`config.mk`:
```
export PLATFORM = sky130hd
export DESIGN_NAME = ising_lattice_energy_core
export DESIGN_NICKNAME = d
export VERILOG_FILES = /design/src/hw/rtl/ile_pkg.sv /design/src/hw/rtl/ile_ram.sv /design/src/hw/rtl/ile_csr.sv /design/src/hw/rtl/ile_front.sv /design/src/hw/rtl/ile_accum.sv /design/src/hw/rtl/ising_lattice_energy_core.sv
export SDC_FILE = /design/constraint.sdc
export NUM_CORES = 2
export LEC_CHECK = 0
export BUFFER_PORTS_ARGS = -buffer_cell sky130_fd_sc_hd__buf_4
export CAP_MARGIN = 10
export CORE_MARGIN = 8
export CORE_UTILIZATION = 60
export DETAILED_ROUTE_END_ITERATION = 12
export GPL_TIMING_DRIVEN = 1
export HOLD_SLACK_MARGIN = 0.05
export PLACE_DENSITY_LB_ADDON = 0.15
export REMOVE_ABC_BUFFERS = 1
export SLEW_MARGIN = 20
export SYNTH_ARGS = -nofsm -noshare
export SYNTH_HDL_FRONTEND = slang
export SYNTH_HIERARCHICAL = 1
export SYNTH_SLANG_ARGS = --single-unit
export TNS_END_PERCENT = 20
```
`constraint.sdc`:
```
create_clock -name clock -period 7.95 [get_ports clock]
set_clock_uncertainty 0.05 [all_clocks]
set_input_delay 0.3975 -clock clock [delete_from_list [all_inputs] [get_ports clock]]
set_output_delay 0.3975 -clock clock [all_outputs]
set_load 0.05 [all_outputs]
```
`src/hw/rtl/ile_pkg.sv`:
```
// Shared types, constants and helpers for the lattice energy core.
`default_nettype none

package ile_pkg;

   localparam int MAX_SIDE   = 64;
   localparam int POS_BITS   = $clog2(MAX_SIDE);
   localparam int VALUE_BITS = 16;
   localparam int TERM_BITS  = VALUE_BITS + 1;
   localparam int SITE_BITS  = TERM_BITS + 3;
   localparam int ACC_BITS   = 40;
   localparam int SUM_BITS   = ACC_BITS + 1;
   localparam int FIRST_BITS = VALUE_BITS + 1;
   localparam int SIDE_BITS  = 7;
   localparam int ADDR_BITS  = 4;
   localparam int DATA_BITS  = 32;

   typedef enum logic [1:0] {
      REG_LATTICE_SIDE    = 2'd0,
      REG_FAVOR_SPIN_UP   = 2'd1,
      REG_FAVOR_ALIGNMENT = 2'd2,
      REG_PERIODIC_WRAP   = 2'd3
   } reg_index_type;

   typedef struct packed {
      logic [POS_BITS-1:0] side_m1;
      logic                favor_spin_up;
      logic                favor_alignment;
      logic                periodic_wrap;
   } cfg_type;

   // One site as it leaves the input register, with the stored neighbours.
   typedef struct packed {
      logic                         last;
      logic signed [VALUE_BITS-1:0] field;
      logic                         spin;
      logic signed [VALUE_BITS-1:0] up_coupling;
      logic signed [VALUE_BITS-1:0] left_coupling;
      logic                         up_en;
      logic                         left_en;
      logic                         wrap_down_en;
      logic                         wrap_right_en;
      logic                         left_spin;
      logic                         row_start_spin;
      logic signed [VALUE_BITS-1:0] row_start_coupling;
      logic                         above_spin;
      logic                         first_spin;
      logic signed [VALUE_BITS-1:0] first_coupling;
   } site_type;

   function automatic logic signed [TERM_BITS-1:0] cond_neg(
      input logic signed [VALUE_BITS-1:0] value,
      input logic                         neg
   );
      logic signed [TERM_BITS-1:0] wide;
      wide = TERM_BITS'(value);
      return neg ? -wide : wide;
   endfunction

endpackage

`default_nettype wire

```
`src/hw/rtl/ile_ram.sv`:
```
// Generic single-port-write, single-port-read RAM with registered read data.
`default_nettype none

module ile_ram #(
   parameter int WIDTH = 1,
   parameter int DEPTH = 64
) (
   input  wire logic                     clock,
   input  wire logic                     wr_en,
   input  wire logic [$clog2(DEPTH)-1:0] wr_addr,
   input  wire logic [WIDTH-1:0]         wr_data,
   input  wire logic                     rd_en,
   input  wire logic [$clog2(DEPTH)-1:0] rd_addr,
   output logic      [WIDTH-1:0]         rd_data
);

   logic [WIDTH-1:0] mem [DEPTH];
   logic [WIDTH-1:0] rd_data_ff;

   // Read-first: a read and a write to the same entry return the old data.
   always_ff @(posedge clock) begin
      if (rd_en) begin
         rd_data_ff <= mem[rd_addr];
      end
      if (wr_en) begin
         mem[wr_addr] <= wr_data;
      end
   end

   assign rd_data = rd_data_ff;

endmodule

`default_nettype wire

```
`src/hw/rtl/ile_csr.sv`:
```
// Configuration registers with clamped side length and restart pulse.
`default_nettype none

module ile_csr (
   input  wire logic                            clock,
   input  wire logic                            reset,
   input  wire logic                            csr_psel,
   input  wire logic                            csr_penable,
   input  wire logic                            csr_pwrite,
   input  wire logic [ile_pkg::ADDR_BITS-1:0]   csr_paddr,
   input  wire logic [ile_pkg::DATA_BITS-1:0]   csr_pwdata,
   output logic      [ile_pkg::DATA_BITS-1:0]   csr_prdata,
   output logic                                 csr_pready,
   output ile_pkg::cfg_type                     cfg,
   output logic                                 restart
);

   logic [ile_pkg::SIDE_BITS-1:0] lattice_side_ff;
   logic                          favor_spin_up_ff;
   logic                          favor_alignment_ff;
   logic                          periodic_wrap_ff;
   logic                          write_en;
   ile_pkg::reg_index_type        index;

   assign csr_pready = 1'b1;
   assign write_en   = csr_psel && csr_penable && csr_pwrite;
   assign index      = ile_pkg::reg_index_type'(csr_paddr[3:2]);
   assign restart    = write_en;

   always_ff @(posedge clock) begin
      if (reset) begin
         lattice_side_ff    <= ile_pkg::SIDE_BITS'(3);
         favor_spin_up_ff   <= 1'b1;
         favor_alignment_ff <= 1'b1;
         periodic_wrap_ff   <= 1'b0;
      end else if (write_en) begin
         unique case (index)
            ile_pkg::REG_LATTICE_SIDE: begin
               lattice_side_ff <= csr_pwdata[ile_pkg::SIDE_BITS-1:0];
            end
            ile_pkg::REG_FAVOR_SPIN_UP: begin
               favor_spin_up_ff <= csr_pwdata[0];
            end
            ile_pkg::REG_FAVOR_ALIGNMENT: begin
               favor_alignment_ff <= csr_pwdata[0];
            end
            ile_pkg::REG_PERIODIC_WRAP: begin
               periodic_wrap_ff <= csr_pwdata[0];
            end
            default: begin
            end
         endcase
      end
   end

   always_comb begin
      unique case (index)
         ile_pkg::REG_LATTICE_SIDE:    csr_prdata = ile_pkg::DATA_BITS'(lattice_side_ff);
         ile_pkg::REG_FAVOR_SPIN_UP:   csr_prdata = ile_pkg::DATA_BITS'(favor_spin_up_ff);
         ile_pkg::REG_FAVOR_ALIGNMENT: csr_prdata = ile_pkg::DATA_BITS'(favor_alignment_ff);
         ile_pkg::REG_PERIODIC_WRAP:   csr_prdata = ile_pkg::DATA_BITS'(periodic_wrap_ff);
         default:                      csr_prdata = '0;
      endcase
   end

   // Sides below two act as two, sides beyond the largest lattice as the largest.
   always_comb begin
      cfg.favor_spin_up   = favor_spin_up_ff;
      cfg.favor_alignment = favor_alignment_ff;
      cfg.periodic_wrap   = periodic_wrap_ff;
      priority if (lattice_side_ff < ile_pkg::SIDE_BITS'(2)) begin
         cfg.side_m1 = ile_pkg::POS_BITS'(1);
      end else if (lattice_side_ff > ile_pkg::SIDE_BITS'(ile_pkg::MAX_SIDE)) begin
         cfg.side_m1 = ile_pkg::POS_BITS'(ile_pkg::MAX_SIDE - 1);
      end else begin
         cfg.side_m1 = ile_pkg::POS_BITS'(lattice_side_ff - ile_pkg::SIDE_BITS'(1));
      end
   end

endmodule

`default_nettype wire

```
`src/hw/rtl/ile_front.sv`:
```
// Input register, raster position tracking and neighbour spin stores.
`default_nettype none

module ile_front (
   input  wire logic                                 clock,
   input  wire logic                                 reset,
   input  wire ile_pkg::cfg_type                     cfg,
   input  wire logic                                 restart,
   input  wire logic                                 req_valid,
   output logic                                      req_ready,
   input  wire logic signed [ile_pkg::VALUE_BITS-1:0] req_site_field,
   input  wire logic                                 req_spin_up,
   input  wire logic signed [ile_pkg::VALUE_BITS-1:0] req_up_coupling,
   input  wire logic signed [ile_pkg::VALUE_BITS-1:0] req_left_coupling,
   output logic                                      site_valid,
   output ile_pkg::site_type                         site,
   input  wire logic                                 site_take
);

   logic [ile_pkg::POS_BITS-1:0]   row_ff;
   logic [ile_pkg::POS_BITS-1:0]   col_ff;
   logic                           valid_ff;
   logic                           last_spin_ff;
   logic                           row_start_spin_ff;
   logic signed [ile_pkg::VALUE_BITS-1:0] row_start_coupling_ff;
   ile_pkg::site_type              site_ff;
   ile_pkg::site_type              site_in;
   logic                           accept;
   logic                           col_last;
   logic                           row_last;
   logic                           above_spin;
   logic [ile_pkg::FIRST_BITS-1:0] first_rd;

   assign req_ready = !valid_ff || site_take;
   assign accept    = req_valid && req_ready;
   assign col_last  = (col_ff == cfg.side_m1);
   assign row_last  = (row_ff == cfg.side_m1);

   always_comb begin
      site_in                    = site_ff;
      site_in.last               = col_last && row_last;
      site_in.field              = req_site_field;
      site_in.spin               = req_spin_up;
      site_in.up_coupling        = req_up_coupling;
      site_in.left_coupling      = req_left_coupling;
      site_in.up_en              = (row_ff != '0);
      site_in.left_en            = (col_ff != '0);
      site_in.wrap_down_en       = cfg.periodic_wrap && row_last;
      site_in.wrap_right_en      = cfg.periodic_wrap && col_last;
      site_in.left_spin          = last_spin_ff;
      site_in.row_start_spin     = row_start_spin_ff;
      site_in.row_start_coupling = row_start_coupling_ff;
   end

   always_ff @(posedge clock) begin
      if (reset) begin
         valid_ff              <= 1'b0;
         row_ff                <= '0;
         col_ff                <= '0;
         row_start_spin_ff     <= 1'b0;
         row_start_coupling_ff <= '0;
      end else begin
         if (accept) begin
            valid_ff <= 1'b1;
         end else if (site_take) begin
            valid_ff <= 1'b0;
         end
         if (restart) begin
            row_ff <= '0;
            col_ff <= '0;
         end else if (accept) begin
            if (col_last) begin
               col_ff <= '0;
               row_ff <= row_last ? '0 : row_ff + ile_pkg::POS_BITS'(1);
            end else begin
               col_ff <= col_ff + ile_pkg::POS_BITS'(1);
            end
         end
         if (accept && (col_ff == '0)) begin
            row_start_spin_ff     <= req_spin_up;
            row_start_coupling_ff <= req_left_coupling;
         end
      end
   end

   always_ff @(posedge clock) begin
      if (accept) begin
         site_ff      <= site_in;
         last_spin_ff <= req_spin_up;
      end
   end

   // Spins of the row above; the entry for this column is read before it is overwritten.
   ile_ram #(
      .WIDTH (1),
      .DEPTH (ile_pkg::MAX_SIDE)
   ) u_above_ram (
      .clock   (clock),
      .wr_en   (accept),
      .wr_addr (col_ff),
      .wr_data (req_spin_up),
      .rd_en   (accept),
      .rd_addr (col_ff),
      .rd_data (above_spin)
   );

   // Row 0 spins and their wrap couplings, read back on the last row.
   ile_ram #(
      .WIDTH (ile_pkg::FIRST_BITS),
      .DEPTH (ile_pkg::MAX_SIDE)
   ) u_first_ram (
      .clock   (clock),
      .wr_en   (accept && (row_ff == '0)),
      .wr_addr (col_ff),
      .wr_data ({req_spin_up, req_up_coupling}),
      .rd_en   (accept),
      .rd_addr (col_ff),
      .rd_data (first_rd)
   );

   always_comb begin
      site                = site_ff;
      site.above_spin     = above_spin;
      site.first_spin     = first_rd[ile_pkg::FIRST_BITS-1];
      site.first_coupling = first_rd[ile_pkg::VALUE_BITS-1:0];
   end

   assign site_valid = valid_ff;

   a_pos_in_range: assert property (@(posedge clock) disable iff (reset)
      (col_ff <= cfg.side_m1) && (row_ff <= cfg.side_m1))
      else $error("raster position beyond lattice side");

   a_ready_only_blocked_by_stage: assert property (@(posedge clock) disable iff (reset)
      !req_ready |-> valid_ff && !site_take)
      else $error("input held off without a stalled site");

endmodule

`default_nettype wire

```
`src/hw/rtl/ile_accum.sv`:
```
// Per-site term sum, saturating energy accumulator and result register.
`default_nettype none

module ile_accum (
   input  wire logic                                  clock,
   input  wire logic                                  reset,
   input  wire ile_pkg::cfg_type                      cfg,
   input  wire logic                                  restart,
   input  wire logic                                  site_valid,
   input  wire ile_pkg::site_type                     site,
   output logic                                       site_take,
   output logic                                       rsp_valid,
   input  wire logic                                  rsp_ready,
   output logic signed [ile_pkg::ACC_BITS-1:0]        rsp_total_energy,
   output logic                                       rsp_saturated
);

   logic signed [ile_pkg::ACC_BITS-1:0]  acc_ff;
   logic                                 sat_ff;
   logic                                 rsp_valid_ff;
   logic signed [ile_pkg::ACC_BITS-1:0]  rsp_energy_ff;
   logic                                 rsp_sat_ff;
   logic signed [ile_pkg::TERM_BITS-1:0] field_term;
   logic signed [ile_pkg::TERM_BITS-1:0] up_term;
   logic signed [ile_pkg::TERM_BITS-1:0] down_term;
   logic signed [ile_pkg::TERM_BITS-1:0] left_term;
   logic signed [ile_pkg::TERM_BITS-1:0] right_term;
   logic signed [ile_pkg::SITE_BITS-1:0] site_sum;
   logic signed [ile_pkg::SUM_BITS-1:0]  sum;
   logic signed [ile_pkg::ACC_BITS-1:0]  acc_in;
   logic                                 clip;
   logic                                 slot_free;

   // A bond is negated when alignment is favoured and the pair agrees, or vice versa.
   always_comb begin
      field_term = ile_pkg::cond_neg(site.field, cfg.favor_spin_up == site.spin);
      up_term    = site.up_en
                 ? ile_pkg::cond_neg(site.up_coupling,
                      cfg.favor_alignment == (site.spin == site.above_spin))
                 : '0;
      down_term  = site.wrap_down_en
                 ? ile_pkg::cond_neg(site.first_coupling,
                      cfg.favor_alignment == (site.spin == site.first_spin))
                 : '0;
      left_term  = site.left_en
                 ? ile_pkg::cond_neg(site.left_coupling,
                      cfg.favor_alignment == (site.spin == site.left_spin))
                 : '0;
      right_term = site.wrap_right_en
                 ? ile_pkg::cond_neg(site.row_start_coupling,
                      cfg.favor_alignment == (site.spin == site.row_start_spin))
                 : '0;
      site_sum   = ile_pkg::SITE_BITS'(field_term) + ile_pkg::SITE_BITS'(up_term)
                 + ile_pkg::SITE_BITS'(down_term) + ile_pkg::SITE_BITS'(left_term)
                 + ile_pkg::SITE_BITS'(right_term);
      sum        = ile_pkg::SUM_BITS'(acc_ff) + ile_pkg::SUM_BITS'(site_sum);
      clip       = (sum[ile_pkg::SUM_BITS-1] != sum[ile_pkg::SUM_BITS-2]);
      if (!clip) begin
         acc_in = sum[ile_pkg::ACC_BITS-1:0];
      end else if (sum[ile_pkg::SUM_BITS-1]) begin
         acc_in = {1'b1, {(ile_pkg::ACC_BITS-1){1'b0}}};
      end else begin
         acc_in = {1'b0, {(ile_pkg::ACC_BITS-1){1'b1}}};
      end
   end

   // Only the final site of a lattice needs the result register to be free.
   assign slot_free = !rsp_valid_ff || rsp_ready;
   assign site_take = site_valid && (!site.last || slot_free);

   always_ff @(posedge clock) begin
      if (reset) begin
         acc_ff       <= '0;
         sat_ff       <= 1'b0;
         rsp_valid_ff <= 1'b0;
      end else begin
         if (restart || (site_take && site.last)) begin
            acc_ff <= '0;
            sat_ff <= 1'b0;
         end else if (site_take) begin
            acc_ff <= acc_in;
            sat_ff <= sat_ff || clip;
         end
         if (site_take && site.last) begin
            rsp_valid_ff <= 1'b1;
         end else if (rsp_ready) begin
            rsp_valid_ff <= 1'b0;
         end
      end
   end

   always_ff @(posedge clock) begin
      if (site_take && site.last) begin
         rsp_energy_ff <= acc_in;
         rsp_sat_ff    <= sat_ff || clip;
      end
   end

   assign rsp_valid        = rsp_valid_ff;
   assign rsp_total_energy = rsp_energy_ff;
   assign rsp_saturated    = rsp_sat_ff;

   a_restart_after_last: assert property (@(posedge clock) disable iff (reset)
      site_take && site.last |=> (acc_ff == '0) && !sat_ff && rsp_valid_ff)
      else $error("accumulator not cleared after final site");

   a_no_overwrite: assert property (@(posedge clock) disable iff (reset)
      rsp_valid_ff && !rsp_ready |-> !(site_take && site.last))
      else $error("pending result overwritten");

endmodule

`default_nettype wire

```
`src/hw/rtl/ising_lattice_energy_core.sv`:
```
// Top level of the streaming Ising lattice energy core.
//
//   channel   direction  handshake             payload
//   req_      in         req_valid/req_ready   site_field, spin_up, up/left_coupling
//   rsp_      out        rsp_valid/rsp_ready   total_energy, saturated
//   csr_      in         APB, pready tied high lattice_side, favour flags, wrap
//
// One site is taken every cycle unless the final site waits on a pending result;
// a site passes the input register, then its terms are summed into the accumulator
// or, for the final site, into the result register. The neighbour stores are RAMs
// with one write port and one registered read port, both used at the site's column
// on the transfer. Reset clears positions, the sum and the flag. Only the final site
// of a lattice waits on a pending result, and the input is held while it waits.
`default_nettype none

module ising_lattice_energy_core (
   input  wire logic                                  clock,
   input  wire logic                                  reset,
   input  wire logic                                  req_valid,
   output logic                                       req_ready,
   input  wire logic signed [ile_pkg::VALUE_BITS-1:0] req_site_field,
   input  wire logic                                  req_spin_up,
   input  wire logic signed [ile_pkg::VALUE_BITS-1:0] req_up_coupling,
   input  wire logic signed [ile_pkg::VALUE_BITS-1:0] req_left_coupling,
   output logic                                       rsp_valid,
   input  wire logic                                  rsp_ready,
   output logic signed [ile_pkg::ACC_BITS-1:0]        rsp_total_energy,
   output logic                                       rsp_saturated,
   input  wire logic                                  csr_psel,
   input  wire logic                                  csr_penable,
   input  wire logic                                  csr_pwrite,
   input  wire logic [ile_pkg::ADDR_BITS-1:0]         csr_paddr,
   input  wire logic [ile_pkg::DATA_BITS-1:0]         csr_pwdata,
   output logic      [ile_pkg::DATA_BITS-1:0]         csr_prdata,
   output logic                                       csr_pready
);

   ile_pkg::cfg_type  cfg;
   ile_pkg::site_type site;
   logic              restart;
   logic              site_valid;
   logic              site_take;

   ile_csr u_csr (
      .clock       (clock),
      .reset       (reset),
      .csr_psel    (csr_psel),
      .csr_penable (csr_penable),
      .csr_pwrite  (csr_pwrite),
      .csr_paddr   (csr_paddr),
      .csr_pwdata  (csr_pwdata),
      .csr_prdata  (csr_prdata),
      .csr_pready  (csr_pready),
      .cfg         (cfg),
      .restart     (restart)
   );

   ile_front u_front (
      .clock             (clock),
      .reset             (reset),
      .cfg               (cfg),
      .restart           (restart),
      .req_valid         (req_valid),
      .req_ready         (req_ready),
      .req_site_field    (req_site_field),
      .req_spin_up       (req_spin_up),
      .req_up_coupling   (req_up_coupling),
      .req_left_coupling (req_left_coupling),
      .site_valid        (site_valid),
      .site              (site),
      .site_take         (site_take)
   );

   ile_accum u_accum (
      .clock            (clock),
      .reset            (reset),
      .cfg              (cfg),
      .restart          (restart),
      .site_valid       (site_valid),
      .site             (site),
      .site_take        (site_take),
      .rsp_valid        (rsp_valid),
      .rsp_ready        (rsp_ready),
      .rsp_total_energy (rsp_total_energy),
      .rsp_saturated    (rsp_saturated)
   );

endmodule

`default_nettype wire

```
=== Yosys cells after proc, flatten, opt, wreduce, memory -nomap -nowiden ===
Memories as Yosys holds them, arrays and structs flattened. A register that Yosys moved wholly into a read port is not among the register bits.
Index checks and enable logic that the tools add are counted.

* Register bits: 195
* Memory bits (writable): 1152
* Output and inout bits: 76
* Memories: 2

{| class="wikitable"
|+ Memories
! name !! depth !! width !! read ports !! clocked after memory_dff !! wr ports !! line !! RTL
|-
| u_front.u_first_ram.mem || 64 || 17 || 1 || 1 || 1 || ile_ram.sv:17 || <nowiki>logic [WIDTH-1:0] mem [DEPTH];</nowiki>
|-
| u_front.u_above_ram.mem || 64 || 1 || 1 || 1 || 1 || ile_ram.sv:17 ||
|}

* Add/sub/neg operators: 13
* $lt $le $gt $ge: 2
* Eq/ne operators: 15
* Muxes and demuxes: 24
* Reductions and logical operators: 32

{| class="wikitable"
|+ Operators by type and width
! cell !! number
|-
| $mux W17 || 9
|-
| $pmux W32 S4 || 1
|-
| $neg A16 Y17 || 5
|-
| $mux W40 || 2
|-
| $add A40 B20 Y41 || 1
|-
| $add A20 B17 Y20 || 2
|-
| $mux W6 || 4
|-
| $add A18 B17 Y19 || 1
|-
| $add A17 B17 Y18 || 1
|-
| $add A6 B1 Y6 const B || 2
|-
| $eq A6 B6 Y1 || 2
|-
| $logic_not A6 Y1 || 2
|-
| $reduce_bool A6 Y1 || 2
|-
| $logic_and A1 B1 Y1 || 10
|-
| $reduce_and A2 Y1 || 5
|-
| $eq A1 B1 Y1 || 9
|-
| $mux W1 || 8
|-
| $gt A7 B7 Y1 const B || 1
|-
| $lt A7 B2 Y1 const B || 1
|-
| $sub A6 B1 Y6 const B || 1
|-
| $logic_or A1 B1 Y1 || 5
|-
| $eq A2 B2 Y1 const B || 2
|-
| $reduce_bool A2 Y1 || 2
|-
| $reduce_or A2 Y1 || 2
|-
| other kinds (4) || 6
|}

=== Longest topological paths before layout ===
* Depth in word-level cells: 11
* Gate-level depth with buffers: 29

=== By module ===
Netlist, hierarchy kept.

{| class="wikitable"
|+ By module, submodules not included
! module !! times used !! cells each !! area each (um^2) !! sequential area each (um^2)
|-
| ile_ram (u_front.u_first_ram) || 1 || 1953 || 42514.5 || 33181.8
|-
| ile_accum || 1 || 1223 || 10681.5 || 2072.0
|-
| ile_front || 1 || 233 || 3613.5 || 2762.6
|-
| ile_ram (u_front.u_above_ram) || 1 || 204 || 2924.1 || 1951.9
|-
| ile_csr || 1 || 115 || 902.1 || 200.2
|}

=== Worst setup path after synthesis ===
OpenSTA, ideal clock, no wires.

* Path type: register to register
* Start: register u_front.site_ff (netlist bit u_front/site[72])
* End: register u_accum.rsp_energy_ff (netlist bit u_accum/rsp_total_energy[0]), data pin
* Setup time: 0.257 ns
* Arrival time: 6.705 ns
* Data required time: 7.643 ns
* Path slack: 0.938 ns
* Stages on the path, launching flop included: 26
* Cell sequence: edfxtp_1 > buf_4 > xor2_1 > xnor2_1 > clkbuf_1 > nor2_1 > o311ai_0 > fa_1 > inv_1 > fa_1 > inv_1 > fa_1 > inv_1 > ha_1 > and2_1 > buf_2 > and3_1 > a221oi_2 > a21o_1 > a21oi_1 > a211o_1 > xor2_1 > buf_4 > nor2_2 > buf_2 > nor2_1

* Word-level cells in the longest chain between the ends: 11
* Elaborated cells between the ends (all ways): 26

{| class="wikitable"
|+ RTL lines
! item !! line !! RTL
|-
| start: declaration || ile_front.sv:26 || <nowiki>ile_pkg::site_type site_ff;</nowiki>
|-
| start signal: assignment || ile_front.sv:88 || <nowiki>site_ff <= site_in;</nowiki>
|-
| $eq A1 B1 Y1 (2 in a row) || ile_accum.sv:39 || <nowiki>cfg.favor_alignment == (site.spin == site.above_spin))</nowiki>
|-
| $mux W17 || ile_pkg.sv:57 || <nowiki>return neg ? -wide : wide;</nowiki>
|-
| $mux W17 || ile_accum.sv:38 || <nowiki>? ile_pkg::cond_neg(site.up_coupling,</nowiki>
|-
| $add A17 B17 Y18 || ile_accum.sv:53 || <nowiki>site_sum = ile_pkg::SITE_BITS'(field_term) + ile_pkg::SITE_BITS'(up_term)</nowiki>
|-
| $add A18 B17 Y19 || ile_accum.sv:54 || <nowiki>+ ile_pkg::SITE_BITS'(down_term) + ile_pkg::SITE_BITS'(left_term)</nowiki>
|-
| $add A20 B17 Y20 || ile_accum.sv:54 ||
|-
| $add A20 B17 Y20 (*) || ile_accum.sv:55 || <nowiki>+ ile_pkg::SITE_BITS'(right_term);</nowiki>
|-
| $add A40 B20 Y41 (*) || ile_accum.sv:56 || <nowiki>sum = ile_pkg::SUM_BITS'(acc_ff) + ile_pkg::SUM_BITS'(site_sum);</nowiki>
|-
| $mux W40 / $ne A1 B1 Y1 (equally long branches) || ile_accum.sv:60, ile_accum.sv:57 ||
|-
| $mux W40 (*) || ile_accum.sv:58 || <nowiki>if (!clip) begin</nowiki>
|-
| named net u_accum.acc_in, one bit || ile_accum.sv:30 || <nowiki>logic signed [ile_pkg::ACC_BITS-1:0] acc_in;</nowiki>
|-
| end signal: assignment || ile_accum.sv:94 || <nowiki>rsp_energy_ff <= acc_in;</nowiki>
|-
| end: declaration || ile_accum.sv:21 || <nowiki>logic signed [ile_pkg::ACC_BITS-1:0] rsp_energy_ff;</nowiki>
|}

Mark *: on every way through the listed nets, which the timed path passes. The rest lies on a longest branch.
A chain may end at the register's enable or synchronous reset.

=== Worst setup path in the final report ===
* Start: register u_front.site_ff (netlist bit u_front/site[72])
* End: register u_accum.rsp_energy_ff (netlist bit u_accum/rsp_total_energy[24]), data pin

Same word-level chain as after synthesis.

==> qor.yml <==
placed_design:
  placement.setup.worst_slack_ps: 660
  placement.io_buffers: 114
  gp_weighted_congestion: 0.912
  dpl.hpwl_um: 86200
critical_path:
  worst_path_most_repeated_cell: "sky130_fd_sc_hd__buf_4"
  crit_type: "register to register"
  max_stage_delay_on_crit_path_ps: 860
  ff2ff_setup_slack_ps: 590
  cp_cell_sequence: "xnor2_1, buf_4, xnor2_1, o21a_1, o311ai_0, fa_2, clkinv_1, buf_4, fa_1, inv_1, fa_1, inv_1, ha_1, a21oi_1, a21boi_1, a21boi_0, o21ai_1, a21oi_1, a211o_1, xor2_2, buf_4, nor2_2, buf_4, a21oi_1"
  cp-startpoint: "u_front/site[72]$_DFFE_PP_"
  critical_path.max_fanout: 21
  worst-endpoint-required_ps: 8370
  critPathLaunchType: "register"
  critPathSlowestCell: "sky130_fd_sc_hd__xnor2_1"
  endpoint_kind: "register"
  r2r-start: "u_front/site[72]$_DFFE_PP_"
  crit-reg2reg-capture: "u_accum/rsp_total_energy[24]$_DFFE_PP_"
  crit_path_end: "u_accum/rsp_total_energy[24]$_DFFE_PP_"
  cp.arrival_ps: 7790
  r2r_cells: 24
clocking:
  clk_root_buffer_cell: "sky130_fd_sc_hd__clkbuf_16"
  clk_pin_slew_worst_paths_ps: 60
  cts_sinks: 1365
  cts-htree-levels: 4
  cts_buffer_depth: 3
  cts_tree: "done"
  worstSkewPairLatency_ps: 750
  cts_made_buffers: 140
drt:
  wl_um: 143000
  drc: 0
  vias_per_cell: 6.21
  drt_iter0_markers: 3209
  final_antenna_net_count: 0
  drtPass1Iterations: 6
  average_routed_wire_per_standard_cell_um: 26.5
  via_count: 33400
global_routing:
  global_route.overflow_total: 0
  grt_pass1_vias: 34100
  grt.total_usage_pct: 25.6
  grt_first_pass_wirelength_um: 215000
  antenna_found_initial: 1
  grt_start_max_net_pins: 131
floorplanning:
  die_w_um: 334
  placementRows: 116
  die_height_um: 334
  die-area_um2: 111000
  core_region_area_um2: 100000
  ios: 168
  initial_utilization_pct: 60.5
final_layout:
  area_growth_syn_to_layout_pct: 12.2
  nets: 4238
  num-fill-cells: 6722
  post-route-util_pct: 67.9
  post_route_cells_drive_above_1_share_pct: 17.8
logic_synthesis:
  postSynthCellCount: 3728
  number_of_enable_type_register_cells_in_the_synthesized_netlist: 1283
  syn-cell-area_um2: 60600
  synthDistinctLibCells: 97
  post_synthesis_register_bit_count: 1365
  synth_seq_area_share_pct: 66.2
  postSynth.asyncResetShare_pct: 0
  yosys_top_cell_by_area: "sky130_fd_sc_hd__edfxtp_1"
  synth_warnings: 6
  mean_instance_size_in_the_synthesized_netlist_um2: 16.3
  synth.top_cell.area_share_pct: 63.5
  yosys-top-cells-area: "sky130_fd_sc_hd__edfxtp_1 64%, sky130_fd_sc_hd__mux4_2 8.4%, sky130_fd_sc_hd__fa_1 4.5%, sky130_fd_sc_hd__dfxtp_1 2.7%, sky130_fd_sc_hd__mux2i_1 2.4%"
  ys_dominant_reg_cell: "sky130_fd_sc_hd__edfxtp_1"
pwr:
  power_mw: 25.5
  power.leakage_nw: 23.0
  power.ir.vdd_worst_v: 0.000713
  power_density_relative_to_cell_area_nw_per_um2: 374
sta:
  finalHoldViolCount: 0
  timing.slew.headroom_pct: 24.3
  worstMarginPinSlew_ps: 1130
  slew_violations: 0
  max_freq_mhz: 136
  final.period_utilization_pct: 92.6
  rsz0062_at_grt: "false"
  layout_setup_ws_ps: 589
  setup_viol_count_final: 0
  finalWorstPathRequiredPeriod_ps: 7360
min_path:
  hold_class: "primary input to register"
outcome:
  status: "finished clean"
flow_run:
  drv.max_cap_violation_count: 0
-- area by class of cell --
class | count | area [µm²] | area share [%]
Antenna cell | 3 | 7.51 | 0.0110
Clock buffer | 170 | 3640 | 5.35
Clock inverter | 84 | 913 | 1.34
Inverter | 215 | 810 | 1.19
Multi-Input combinational cell | 1970 | 18600 | 27.4
Sequential cell | 1365 | 40200 | 59.1
Tap cell | 1298 | 1620 | 2.39
Timing Repair Buffer | 269 | 2210 | 3.25
-- cell usage after synthesis, drive strengths merged, types with 18 or more instances --
cell and instances:
nand3 46, nand2 159, xor2 56, and3 24, edfxtp 1283, nor2 269
mux2i 148, a21oi 135, mux4 234, nor2b 37, nand4 20, inv 214
or3 18, nor3 34, o31ai 18, fa 136, a22oi 67, o21ai 95
xnor2 71, and2 39, a211oi 31, buf 123, clkbuf 79, ha 49
dfxtp 82, a221oi 48, a21o 23
-- worst min path at each step --
stage / to / cells past startpoint / startpoint
final: u_front/u_first_ram/mem[10][16]$_DFFE_PP_ / 1 / req_spin_up
after global routing: u_front/u_first_ram/mem[10][16]$_DFFE_PP_ / 1 / req_spin_up
after CTS: u_front/u_first_ram/mem[10][16]$_DFFE_PP_ / 1 / req_spin_up
after detailed placement: u_front/site[22]$_DFFE_PP_ / 0 / u_front/row_start_coupling_ff[4]$_SDFFE_PP0P_
after global placement: u_front/site[26]$_DFFE_PP_ / 0 / u_front/row_start_coupling_ff[8]$_SDFFE_PP0P_
after floorplan: u_front/site[18]$_DFFE_PP_ / 0 / u_front/row_start_coupling_ff[0]$_SDFFE_PP0P_
-- critical path: cells and delay by family, from the launching register on --
kind | cells | cell delay (ps)
AND/OR/NAND/NOR | 1 | 270
AO/OA/AOI/OAI | 9 | 1760
XOR/XNOR | 3 | 1250
flip-flops | 1 | 510
buffers and inverters | 7 | 1110
adder cells (fa/ha/maj) | 4 | 2100
-- what timing repair did --
action / CTS / global route
hold buffers: 51 / 0
resized for setup: 0 / 0
buffers inserted: 0 / 0
endpoints found under the hold margin: 62 / 0
-- metal layers --
layer  routed length, µm  track usage [%]
met1               57600             35.1
met2               69000             41.9
met3               10900             4.01
met4                5090             9.39
met5                   0                0
-- cells in the final DEF, fill, tap and decap left out, types with 14 or more instances in the layout --
cell type                       count
sky130_fd_sc_hd__xnor2_1           69
sky130_fd_sc_hd__and3_1            22
sky130_fd_sc_hd__dlygate4sd3_1     51
sky130_fd_sc_hd__a221oi_1          44
sky130_fd_sc_hd__nand4_1           19
sky130_fd_sc_hd__buf_4            212
sky130_fd_sc_hd__edfxtp_1        1283
sky130_fd_sc_hd__nor2_1           256
sky130_fd_sc_hd__conb_1            26
sky130_fd_sc_hd__clkbuf_16        141
sky130_fd_sc_hd__o21ai_1           14
sky130_fd_sc_hd__ha_1              49
sky130_fd_sc_hd__a21o_1            23
sky130_fd_sc_hd__and2_1            36
sky130_fd_sc_hd__clkbuf_1          29
sky130_fd_sc_hd__nand3_1           46
sky130_fd_sc_hd__inv_1            211
sky130_fd_sc_hd__o21ai_0           80
sky130_fd_sc_hd__nor2b_1           36
sky130_fd_sc_hd__o31ai_1           17
sky130_fd_sc_hd__fa_1             135
sky130_fd_sc_hd__clkinv_1          29
sky130_fd_sc_hd__xor2_1            55
sky130_fd_sc_hd__mux4_2           227
sky130_fd_sc_hd__clkinv_2          22
sky130_fd_sc_hd__nor3_1            28
sky130_fd_sc_hd__or3_1             18
sky130_fd_sc_hd__a21oi_1          132
sky130_fd_sc_hd__mux2i_1          148
sky130_fd_sc_hd__a211oi_1          28
sky130_fd_sc_hd__nand2_1          156
sky130_fd_sc_hd__dfxtp_1           77
sky130_fd_sc_hd__a22oi_1           67
-- stage by stage --
step / area, µm² / instances / TNS [ps] / hold WS (ps)
CTS: 68000 / 5370 / 0 / 125
detailed placement: 62900 / 5065 / 0 / 364
global placement: 62900 / 5065 / 0 / 359
floorplan: 59500 / 3550 / -7684490 / 358
global route: 68000 / 5371 / 0 / 146
finish: 68000 / 5374 / 0 / 138
-- state kept, by name, summed over array words and instances, names as in the netlist, 6 cells and up --
signal	count
u_front/col_ff	6
u_front/u_first_ram/mem	1088
u_front/u_first_ram/rd_data	17
u_front/u_above_ram/mem	64
u_accum/rsp_total_energy	40
u_csr/lattice_side_ff	7
u_front/site	72
u_front/row_start_coupling_ff	16
u_accum/acc_ff	40
u_front/row_ff	6
-- cells by family (layout without fill, tap and decap cells) --
family                     count (synthesis)  count (layout)  share of synthesized area [%]
muxes                                    395             395                           11.4
xor gates and xnor gates                 127             127                           1.88
and+or+nand+nor                          706             706                           5.54
DFF                                     1365            1365                           66.2
other                                      2              29                         0.0124
adders and majority gates                199             199                           5.75
buffers and inverters                    417             738                           3.34
AOI/OAI and AO/OA                        517             517                           5.82
-- where the power goes --
part           switching (mW)  total [mW]  leakage (nW)  internal [mW]
Sequential              0.168        8.73          12.3           8.56
Clock                    2.77        6.47          2.20           3.69
Combinational            6.53        10.3          8.51           3.74
Total                    9.47        25.5          23.0           16.0
Note: power is estimated with default switching activity, not from simulation.
